==> config.mk <==
export PLATFORM = sky130hd
export DESIGN_NAME = button_double_click_detector_unit
export DESIGN_NICKNAME = d
export VERILOG_FILES = /design/src/bdcd_pkg.sv /design/src/button_double_click_detector_unit.sv /design/src/bdcd_lane.sv /design/src/bdcd_merge.sv
export SDC_FILE = /design/constraint.sdc
export NUM_CORES = 2
export LEC_CHECK = 0
export ABC_AREA = 0
export BUFFER_PORTS_ARGS = -buffer_cell sky130_fd_sc_hd__clkbuf_2
export CORE_MARGIN = 5
export CORE_UTILIZATION = 60
export DETAILED_ROUTE_END_ITERATION = 10
export PLACE_DENSITY = 0.74
export SYNTH_ARGS = -nofsm -noshare
export SYNTH_HDL_FRONTEND = slang
export SYNTH_SLANG_ARGS = --single-unit
==> constraint.sdc <==
create_clock -name clk -period 8.23 [get_ports clk]
set_input_delay 0.823 -clock clk [delete_from_list [all_inputs] [get_ports clk]]
set_output_delay 0.823 -clock clk [all_outputs]
set_load 0.005 [all_outputs]
==> src/bdcd_pkg.sv <==
// shared types, widths and codes for the double-click detector
package bdcd_pkg;

	localparam int MAX_BUTTONS_DEF = 32;
	localparam int BTN_W           = 32;
	localparam int TIME_W          = 31;
	localparam int DL_W            = 32;
	localparam int WIN_W           = 16;
	localparam int USE_W           = 6;
	localparam int CFG_IDX_W       = 1;
	localparam int IN_DATA_W       = 64;
	localparam int OUT_DATA_W      = 64;

	// configuration register indexes
	localparam logic [CFG_IDX_W-1:0] CFG_WINDOW  = 1'b0;
	localparam logic [CFG_IDX_W-1:0] CFG_BUTTONS = 1'b1;

	localparam logic [WIN_W-1:0] WIN_RESET = 16'd19;
	localparam logic [USE_W-1:0] USE_RESET = 6'd32;

	// per-button click count codes
	localparam logic [1:0] CNT_IDLE   = 2'd0;
	localparam logic [1:0] CNT_FIRST  = 2'd1;
	localparam logic [1:0] CNT_DOUBLE = 2'd2;

	typedef struct packed {
		logic pressed;
		logic dbl;
	} lane_res_t;

endpackage

==> src/button_double_click_detector_unit.sv <==
// top level of the button double-click detector
//
// channel  | dir | payload (tdata, low bit first)              | notes
// s_*      | in  | button_bits[31:0], now_time[62:32], 0 [63]   | one poll per transaction
// m_*      | out | pressed_bits[31:0], double_bits[63:32]       | one result per poll
// cfg_*    | in  | cfg_index selects window or buttons in use   | write only, taken at once
//
// a poll is latched into the input stage, all lanes evaluate and commit once the
// output slot is free, and the result sits in the output register; one poll per
// cycle is sustained while the output is taken
// lanes are one per button; each holds its own state in flip-flops
// reset clears all button state, sets the window to 19 ticks and uses all buttons
// a stalled output holds the staged poll, which in turn holds off s_tready
module button_double_click_detector_unit #(
	parameter int MAX_BUTTONS = bdcd_pkg::MAX_BUTTONS_DEF
) (
	input  logic                                clk,
	input  logic                                arst_n,
	input  logic                                s_tvalid,
	output logic                                s_tready,
	input  logic [bdcd_pkg::IN_DATA_W-1:0]      s_tdata,   // button_bits, now_time
	output logic                                m_tvalid,
	input  logic                                m_tready,
	output logic [bdcd_pkg::OUT_DATA_W-1:0]     m_tdata,   // pressed_bits, double_bits
	input  logic                                cfg_we,
	input  logic [bdcd_pkg::CFG_IDX_W-1:0]      cfg_index,
	input  logic [bdcd_pkg::WIN_W-1:0]          cfg_data
);
	import bdcd_pkg::*;

	// configuration registers
	logic [WIN_W-1:0]  window_q;
	logic [USE_W-1:0]  use_q;

	// input stage
	logic              valid_s1;
	logic [BTN_W-1:0]  bits_s1;
	logic [TIME_W-1:0] now_s1;

	logic              free;
	logic              commit;
	logic [MAX_BUTTONS-1:0] lane_use;
	lane_res_t         res [MAX_BUTTONS];

	always_ff @(posedge clk or negedge arst_n) begin
		if (!arst_n) begin
			window_q <= WIN_RESET;
			use_q    <= USE_RESET;
		end else if (cfg_we) begin
			unique case (cfg_index)
				CFG_WINDOW: begin
					window_q <= cfg_data;
				end
				CFG_BUTTONS: begin
					use_q <= cfg_data[USE_W-1:0];
				end
				default: begin
				end
			endcase
		end
	end

	// the staged poll moves into the lanes once the output slot is free
	assign commit   = valid_s1 && free;
	assign s_tready = !valid_s1 || free;

	always_ff @(posedge clk or negedge arst_n) begin
		if (!arst_n) begin
			valid_s1 <= 1'b0;
		end else if (s_tready) begin
			valid_s1 <= s_tvalid;
		end
	end

	always_ff @(posedge clk) begin
		if (s_tvalid && s_tready) begin
			bits_s1 <= s_tdata[BTN_W-1:0];
			now_s1  <= s_tdata[BTN_W +: TIME_W];
		end
	end

	// one lane per button; a lane at or above buttons in use is left alone
	for (genvar i = 0; i < MAX_BUTTONS; i++) begin : g_lane
		assign lane_use[i] = USE_W'(i) < use_q;

		bdcd_lane u_lane (
			.clk      (clk),
			.arst_n   (arst_n),
			.commit   (commit),
			.in_use   (lane_use[i]),
			.level    (bits_s1[i]),
			.now_time (now_s1),
			.window   (window_q),
			.res      (res[i])
		);
	end

	bdcd_merge #(
		.NUM_LANES (MAX_BUTTONS)
	) u_merge (
		.clk      (clk),
		.arst_n   (arst_n),
		.commit   (commit),
		.res      (res),
		.free     (free),
		.m_tvalid (m_tvalid),
		.m_tready (m_tready),
		.m_tdata  (m_tdata)
	);

`ifndef SYNTHESIS
	a_dbl_pressed: assert property (@(posedge clk) disable iff (!arst_n)
		m_tvalid |-> (m_tdata[OUT_DATA_W-1:BTN_W] & ~m_tdata[BTN_W-1:0]) == '0)
		else $error("double bit set on a released button");
	a_out_from_stage: assert property (@(posedge clk) disable iff (!arst_n)
		$rose(m_tvalid) |-> $past(valid_s1))
		else $error("output appeared without a staged poll");
	a_stall_holds: assert property (@(posedge clk) disable iff (!arst_n)
		valid_s1 && !free |=> valid_s1 && $stable(bits_s1) && $stable(now_s1))
		else $error("staged poll lost during output stall");
`endif

endmodule

==> src/bdcd_lane.sv <==
// one button lane: held flag, click count, deadline and result bits
module bdcd_lane (
	input  logic                              clk,
	input  logic                              arst_n,
	input  logic                              commit,
	input  logic                              in_use,
	input  logic                              level,
	input  logic [bdcd_pkg::TIME_W-1:0]       now_time,
	input  logic [bdcd_pkg::WIN_W-1:0]        window,
	output bdcd_pkg::lane_res_t               res
);
	import bdcd_pkg::*;

	logic             held_q;
	logic [1:0]       cnt_q;
	logic [DL_W-1:0]  deadline_q;
	logic [DL_W-1:0]  now_ext;
	logic             late;
	logic             early;
	logic             restart;
	logic             second;

	assign now_ext = {1'b0, now_time};
	assign late    = now_ext > deadline_q;
	assign early   = now_ext < deadline_q;
	// new press: restart the window, or a second press inside it
	assign restart = (cnt_q == CNT_IDLE) || late;
	assign second  = !restart && early;

	assign res.pressed = in_use && level;
	assign res.dbl     = in_use && level && ((!held_q && second) ||
		(held_q && cnt_q == CNT_DOUBLE));

	always_ff @(posedge clk or negedge arst_n) begin
		if (!arst_n) begin
			held_q     <= 1'b0;
			cnt_q      <= CNT_IDLE;
			deadline_q <= '0;
		end else if (commit && in_use) begin
			if (level) begin
				held_q <= 1'b1;
				if (!held_q) begin
					if (restart) begin
						deadline_q <= now_ext + {{(DL_W-WIN_W){1'b0}}, window};
						cnt_q      <= CNT_FIRST;
					end else if (early) begin
						deadline_q <= '0;
						cnt_q      <= CNT_DOUBLE;
					end
				end
			end else begin
				held_q <= 1'b0;
				if (cnt_q == CNT_DOUBLE) begin
					cnt_q <= CNT_IDLE;
				end
			end
		end
	end

`ifndef SYNTHESIS
	a_cnt_code: assert property (@(posedge clk) disable iff (!arst_n)
		cnt_q == CNT_IDLE || cnt_q == CNT_FIRST || cnt_q == CNT_DOUBLE)
		else $error("lane click count holds an unused code");
	a_release: assert property (@(posedge clk) disable iff (!arst_n)
		commit && in_use && !level |=> !held_q && cnt_q != CNT_DOUBLE)
		else $error("lane not cleared after release");
	a_double_deadline: assert property (@(posedge clk) disable iff (!arst_n)
		commit && in_use && res.dbl && !held_q |=> deadline_q == '0 && cnt_q == CNT_DOUBLE)
		else $error("double click did not clear the deadline");
`endif

endmodule

==> src/bdcd_merge.sv <==
// gathers lane results into the output vectors and holds the output transaction
module bdcd_merge #(
	parameter int NUM_LANES = bdcd_pkg::MAX_BUTTONS_DEF
) (
	input  logic                                clk,
	input  logic                                arst_n,
	input  logic                                commit,
	input  bdcd_pkg::lane_res_t                 res [NUM_LANES],
	output logic                                free,
	output logic                                m_tvalid,
	input  logic                                m_tready,
	output logic [bdcd_pkg::OUT_DATA_W-1:0]     m_tdata
);
	import bdcd_pkg::*;

	logic [BTN_W-1:0] pressed_vec;
	logic [BTN_W-1:0] dbl_vec;
	logic             valid_q;
	logic [BTN_W-1:0] pressed_q;
	logic [BTN_W-1:0] dbl_q;

	always_comb begin
		pressed_vec = '0;
		dbl_vec     = '0;
		for (int i = 0; i < NUM_LANES; i++) begin
			pressed_vec[i] = res[i].pressed;
			dbl_vec[i]     = res[i].dbl;
		end
	end

	assign free = !valid_q || m_tready;

	always_ff @(posedge clk or negedge arst_n) begin
		if (!arst_n) begin
			valid_q <= 1'b0;
		end else if (commit) begin
			valid_q <= 1'b1;
		end else if (m_tready) begin
			valid_q <= 1'b0;
		end
	end

	always_ff @(posedge clk) begin
		if (commit) begin
			pressed_q <= pressed_vec;
			dbl_q     <= dbl_vec;
		end
	end

	assign m_tvalid = valid_q;
	assign m_tdata  = {dbl_q, pressed_q};

endmodule

==> flow_results.xml <==
<?xml version="1.0" encoding="UTF-8"?>
<metrics>
  <group name="grt">
    <metric name="initial_antenna_violation_count" unit="">13</metric>
    <metric name="grt_usage" unit="%">35.51</metric>
    <metric name="grt_start_max_net_pins" unit="">175</metric>
    <metric name="grt_pass1_vias" unit="">58270</metric>
    <metric name="grt_pass1_wl" unit="mm">344.6</metric>
    <metric name="grt-ovfl-total" unit="">0</metric>
  </group>
  <group name="floorplanning">
    <metric name="floorplan.initialDensity" unit="%">60.52</metric>
    <metric name="fp-row-count" unit="">127</metric>
    <metric name="dieWidth" unit="um">358.1</metric>
    <metric name="fp.coreArea" unit="um2">120100</metric>
    <metric name="ioPinCount" unit="">152</metric>
    <metric name="fp.dieArea" unit="um2">128200</metric>
    <metric name="die-height" unit="um">358.1</metric>
  </group>
  <group name="critical_path">
    <metric name="worst-endpoint-required" unit="ps">8830</metric>
    <metric name="cp_buf_inv_count" unit="">1</metric>
    <metric name="critPathSlowestCell" unit="">sky130_fd_sc_hd__or3_1</metric>
    <metric name="cp_max_fo" unit="">35</metric>
    <metric name="family_with_the_most_delay_on_the_worst_path" unit="">simple AND/OR/NAND/NOR gates</metric>
    <metric name="slowest_delay" unit="ps">1090</metric>
    <metric name="setup.worst_path.start_class" unit="">flop</metric>
    <metric name="timing.critical_path.to_type" unit="">flop</metric>
    <metric name="timing.critical_path.arrival" unit="ps">5760</metric>
    <metric name="cp_cell_sequence" unit="">buf_4 &gt; ha_1 &gt; nand4_1 &gt; or4_1 &gt; nor4_1 &gt; a2111o_1 &gt; or3_1 &gt; o21ai_0</metric>
    <metric name="worstSetupPathType" unit="">reg2reg</metric>
    <metric name="worst_r2r_path_depth" unit="">8</metric>
    <metric name="critical_path_depth" unit="">8</metric>
  </group>
  <group name="clock_tree">
    <metric name="post_cts_resized" unit="">0</metric>
    <metric name="cts_tree" unit="">built</metric>
    <metric name="cts-root-buf" unit="">sky130_fd_sc_hd__clkbuf_16</metric>
    <metric name="cts.htree.levels" unit="">4</metric>
    <metric name="worst_setup_hold_path_clk_slew" unit="ps">60</metric>
    <metric name="post_cts_setup_buffer_count" unit="">0</metric>
    <metric name="cts-buffers-inserted" unit="">141</metric>
    <metric name="clock_path_buffers" unit="">3</metric>
    <metric name="clock_latency" unit="ps">790</metric>
    <metric name="clock_sink_count" unit="">1271</metric>
    <metric name="total_of_hold_buffers_inserted_after_clock_tree_synthesis" unit="">0</metric>
  </group>
  <group name="logic_synthesis">
    <metric name="synthesis_warnings" unit="">0</metric>
    <metric name="fraction_of_the_yosys_area_taken_by_sequential_cells" unit="%">44.63</metric>
    <metric name="ys_seq_elements" unit="">1271</metric>
    <metric name="post_synth_inst_count" unit="">7744</metric>
    <metric name="postSynthNetCount" unit="">8839</metric>
    <metric name="synth_flop_cell" unit="">sky130_fd_sc_hd__dfrtp_1</metric>
    <metric name="mappedNetlistArea" unit="um2">72710</metric>
    <metric name="postSynth.asyncResetShare" unit="%">90.01</metric>
    <metric name="avgSynthCellArea" unit="um2">9.389</metric>
    <metric name="ys_types" unit="">84</metric>
    <metric name="post_synth_edffs" unit="">127</metric>
  </group>
  <group name="final_layout">
    <metric name="ff_latch_area" unit="um2">32450</metric>
    <metric name="highest_count_cells_in_the_layout_ignoring_fill_and_taps" unit="">sky130_fd_sc_hd__nand2_1, sky130_fd_sc_hd__dfrtp_1, sky130_fd_sc_hd__inv_1</metric>
    <metric name="area_growth_from_synthesis_to_final_layout" unit="%">11.09</metric>
    <metric name="fin_nets" unit="">9008</metric>
    <metric name="area_of_combinational_cells_with_multiple_inputs" unit="um2">35550</metric>
    <metric name="mostFrequentLayoutCell" unit="">sky130_fd_sc_hd__nand2_1</metric>
    <metric name="fillers" unit="">9598</metric>
    <metric name="layout_cell_share_with_drive_strength_beyond_1" unit="%">8.368</metric>
  </group>
  <group name="outcome">
    <metric name="run_status" unit="">completed</metric>
  </group>
  <group name="sta">
    <metric name="timing.fmax" unit="MHz">194.1</metric>
    <metric name="skew" unit="ps">27.93</metric>
    <metric name="report.final.hold_viol_count" unit="">0</metric>
    <metric name="worst_relative_slew_slack" unit="%">9.831</metric>
    <metric name="worst_hold_slack" unit="ps">40.83</metric>
    <metric name="tightestPinTransition" unit="ps">1348</metric>
    <metric name="drv_slew" unit="">0</metric>
    <metric name="final-setup-viol-count" unit="">0</metric>
    <metric name="shortest_period_the_worst_path_allows" unit="ps">5152</metric>
    <metric name="rsz0062_at_grt" unit="">false</metric>
    <metric name="period_utilisation_layout" unit="%">62.61</metric>
    <metric name="setup_total_negative_slack" unit="ps">0</metric>
    <metric name="postLayoutSetupSlackWorst" unit="ps">3078</metric>
  </group>
  <group name="routing">
    <metric name="dr.first_iter.drc_count" unit="">5707</metric>
    <metric name="uppermost_routed_layer" unit="">met5</metric>
    <metric name="routed_wire_length_per_instance" unit="um">23.59</metric>
    <metric name="vias_per_cell" unit="">6.227</metric>
    <metric name="finalWirelength" unit="mm">227.5</metric>
    <metric name="detailroute.wirelength.met3" unit="mm">23.60</metric>
    <metric name="dr_total_vias" unit="">60060</metric>
    <metric name="detail_route.first_pass.iterations" unit="">6</metric>
    <metric name="wl_met2" unit="mm">101.0</metric>
    <metric name="antenna_violating_nets_post_route" unit="">0</metric>
    <metric name="drt-met1-wl" unit="mm">88.81</metric>
    <metric name="drt_drc_violations_left" unit="">0</metric>
  </group>
  <group name="placed_design">
    <metric name="gp_congestion" unit="">0.9300</metric>
    <metric name="place.detailed.hpwl" unit="mm">147.7</metric>
    <metric name="placement.setup.worst_slack" unit="ps">3233</metric>
    <metric name="io_buffer_count" unit="">150</metric>
  </group>
  <group name="min_path">
    <metric name="hold_path_class" unit="">in2async</metric>
  </group>
  <group name="power">
    <metric name="cellLeakagePower" unit="nW">38.47</metric>
    <metric name="pwr_density" unit="nW/um2">341.5</metric>
    <metric name="irDropWorstVdd" unit="V">0.0002763</metric>
  </group>
  <group name="job">
    <metric name="max_cap_violations" unit="">0</metric>
  </group>
</metrics>
## worst register-to-register path: stages, from the launching register on
cell                       delay [ps]
sky130_fd_sc_hd__edfxtp_1        1070
sky130_fd_sc_hd__buf_4            470
sky130_fd_sc_hd__ha_1             230
sky130_fd_sc_hd__nand4_1          100
sky130_fd_sc_hd__or4_1            470
sky130_fd_sc_hd__nor4_1           340
sky130_fd_sc_hd__a2111o_1         980
sky130_fd_sc_hd__or3_1           1090
sky130_fd_sc_hd__o21ai_0          240
## power by group
part / switching (W) / leakage (nW) / total [W] / internal (W)
registers: 0.00142 / 15.9 / 0.0103 / 0.00887
clock network: 0.00266 / 2.35 / 0.00659 / 0.00394
logic: 0.00650 / 20.3 / 0.0107 / 0.00419
## layout make-up
| cell class | count | share of cell area, % |
|---|---|---|
| multi-input cells | 5151 | 44.01 |
| flip-flops and latches | 1271 | 40.17 |
| clock buffers | 207 | 5.186 |
| inverters | 1035 | 4.816 |
| repair buffers | 313 | 2.534 |
| well taps | 1612 | 2.497 |
| clock inverters | 54 | 0.7746 |
| diodes | 2 | 0.006196 |
## stage by stage
step	area, um2	power (W)	instances	utilization, %
3_3_place_gp	75950	0.02005	9382	63.22
6_report	80770	0.02758	9645	67.23
4_1_cts	80760	0.02750	9643	67.23
2_1_floorplan	72710	0.01741	7744	-
5_1_grt	80760	0.02967	9643	67.23
3_5_place_dp	75950	0.02082	9382	63.22
## flip-flops by register name, indices dropped and copies added, names as in the netlist
name / count
u_merge.m_tvalid: 1
window_q: 16
use_q: 6
bits_s1: 32
g_lane.u_lane.held_q: 32
now_s1: 31
u_merge.dbl_q: 32
g_lane.u_lane.deadline_q: 1024
g_lane.u_lane.cnt_q: 64
u_merge.pressed_q: 32
valid_s1: 1
## kinds of logic (layout without fill, tap and decap cells)
logic type      Yosys count  in the layout  share of synthesized area [%]
compound gates         2128           2128                          17.68
xor+xnor                 41             41                         0.6488
fa+ha+maj              1009           1009                          17.37
buf+inv                1322           1609                          6.973
flops                  1271           1271                          44.63
mux                      51             51                         0.7882
other cells               0              2                              0
simple gates           1922           1922                          11.91
## layer usage
metal	vias up	global-route usage [%]
met5	-	0
met1	29350	46.48
met2	2744	55.22
met4	4	18.86
met3	740	8.427
li1	27230	-
## Yosys cell counts, types with 23 or more instances
cell type | instances | share of area [%]
sky130_fd_sc_hd__o21a_1 | 70 | 0.72
sky130_fd_sc_hd__o21ai_0 | 868 | 6.0
sky130_fd_sc_hd__nand3_1 | 54 | 0.37
sky130_fd_sc_hd__a211oi_1 | 31 | 0.32
sky130_fd_sc_hd__nor2_1 | 194 | 1.0
sky130_fd_sc_hd__nand2_1 | 1160 | 6.0
sky130_fd_sc_hd__nand4_1 | 182 | 1.6
sky130_fd_sc_hd__ha_1 | 1008 | 17
sky130_fd_sc_hd__edfxtp_1 | 127 | 5.2
sky130_fd_sc_hd__dfrtp_1 | 1140 | 39
sky130_fd_sc_hd__nor3_1 | 64 | 0.44
sky130_fd_sc_hd__a21oi_1 | 479 | 3.3
sky130_fd_sc_hd__o31ai_1 | 45 | 0.46
sky130_fd_sc_hd__nand4b_1 | 33 | 0.40
sky130_fd_sc_hd__buf_2 | 46 | 0.32
sky130_fd_sc_hd__a22o_1 | 194 | 2.3
sky130_fd_sc_hd__nor2b_1 | 68 | 0.59
sky130_fd_sc_hd__o211ai_1 | 58 | 0.60
sky130_fd_sc_hd__mux2_2 | 50 | 0.77
sky130_fd_sc_hd__nor4_1 | 45 | 0.39
sky130_fd_sc_hd__a2111oi_0 | 31 | 0.37
sky130_fd_sc_hd__a21o_1 | 120 | 1.2
sky130_fd_sc_hd__clkbuf_1 | 221 | 1.1
sky130_fd_sc_hd__and3_1 | 23 | 0.20
sky130_fd_sc_hd__o21ai_1 | 113 | 0.78
sky130_fd_sc_hd__inv_1 | 1034 | 5.3
## path summary, 6_finish.rpt
kind,startpoint,endpoint,slack (ps)
max,now_s1[19],g_lane[25].u_lane.deadline_q[31],3080
min in group clk,s_tdata[45],now_s1[13],210
max in group asynchronous,arst_n,g_lane[0].u_lane.cnt_q[0],6160
min,arst_n,g_lane[22].u_lane.deadline_q[17],40
max reg2reg,now_s1[19],g_lane[25].u_lane.deadline_q[31],3080
min reg2reg,g_lane[7].u_lane.deadline_q[30],g_lane[7].u_lane.deadline_q[30],470
Power figures use the tool's default switching activity.
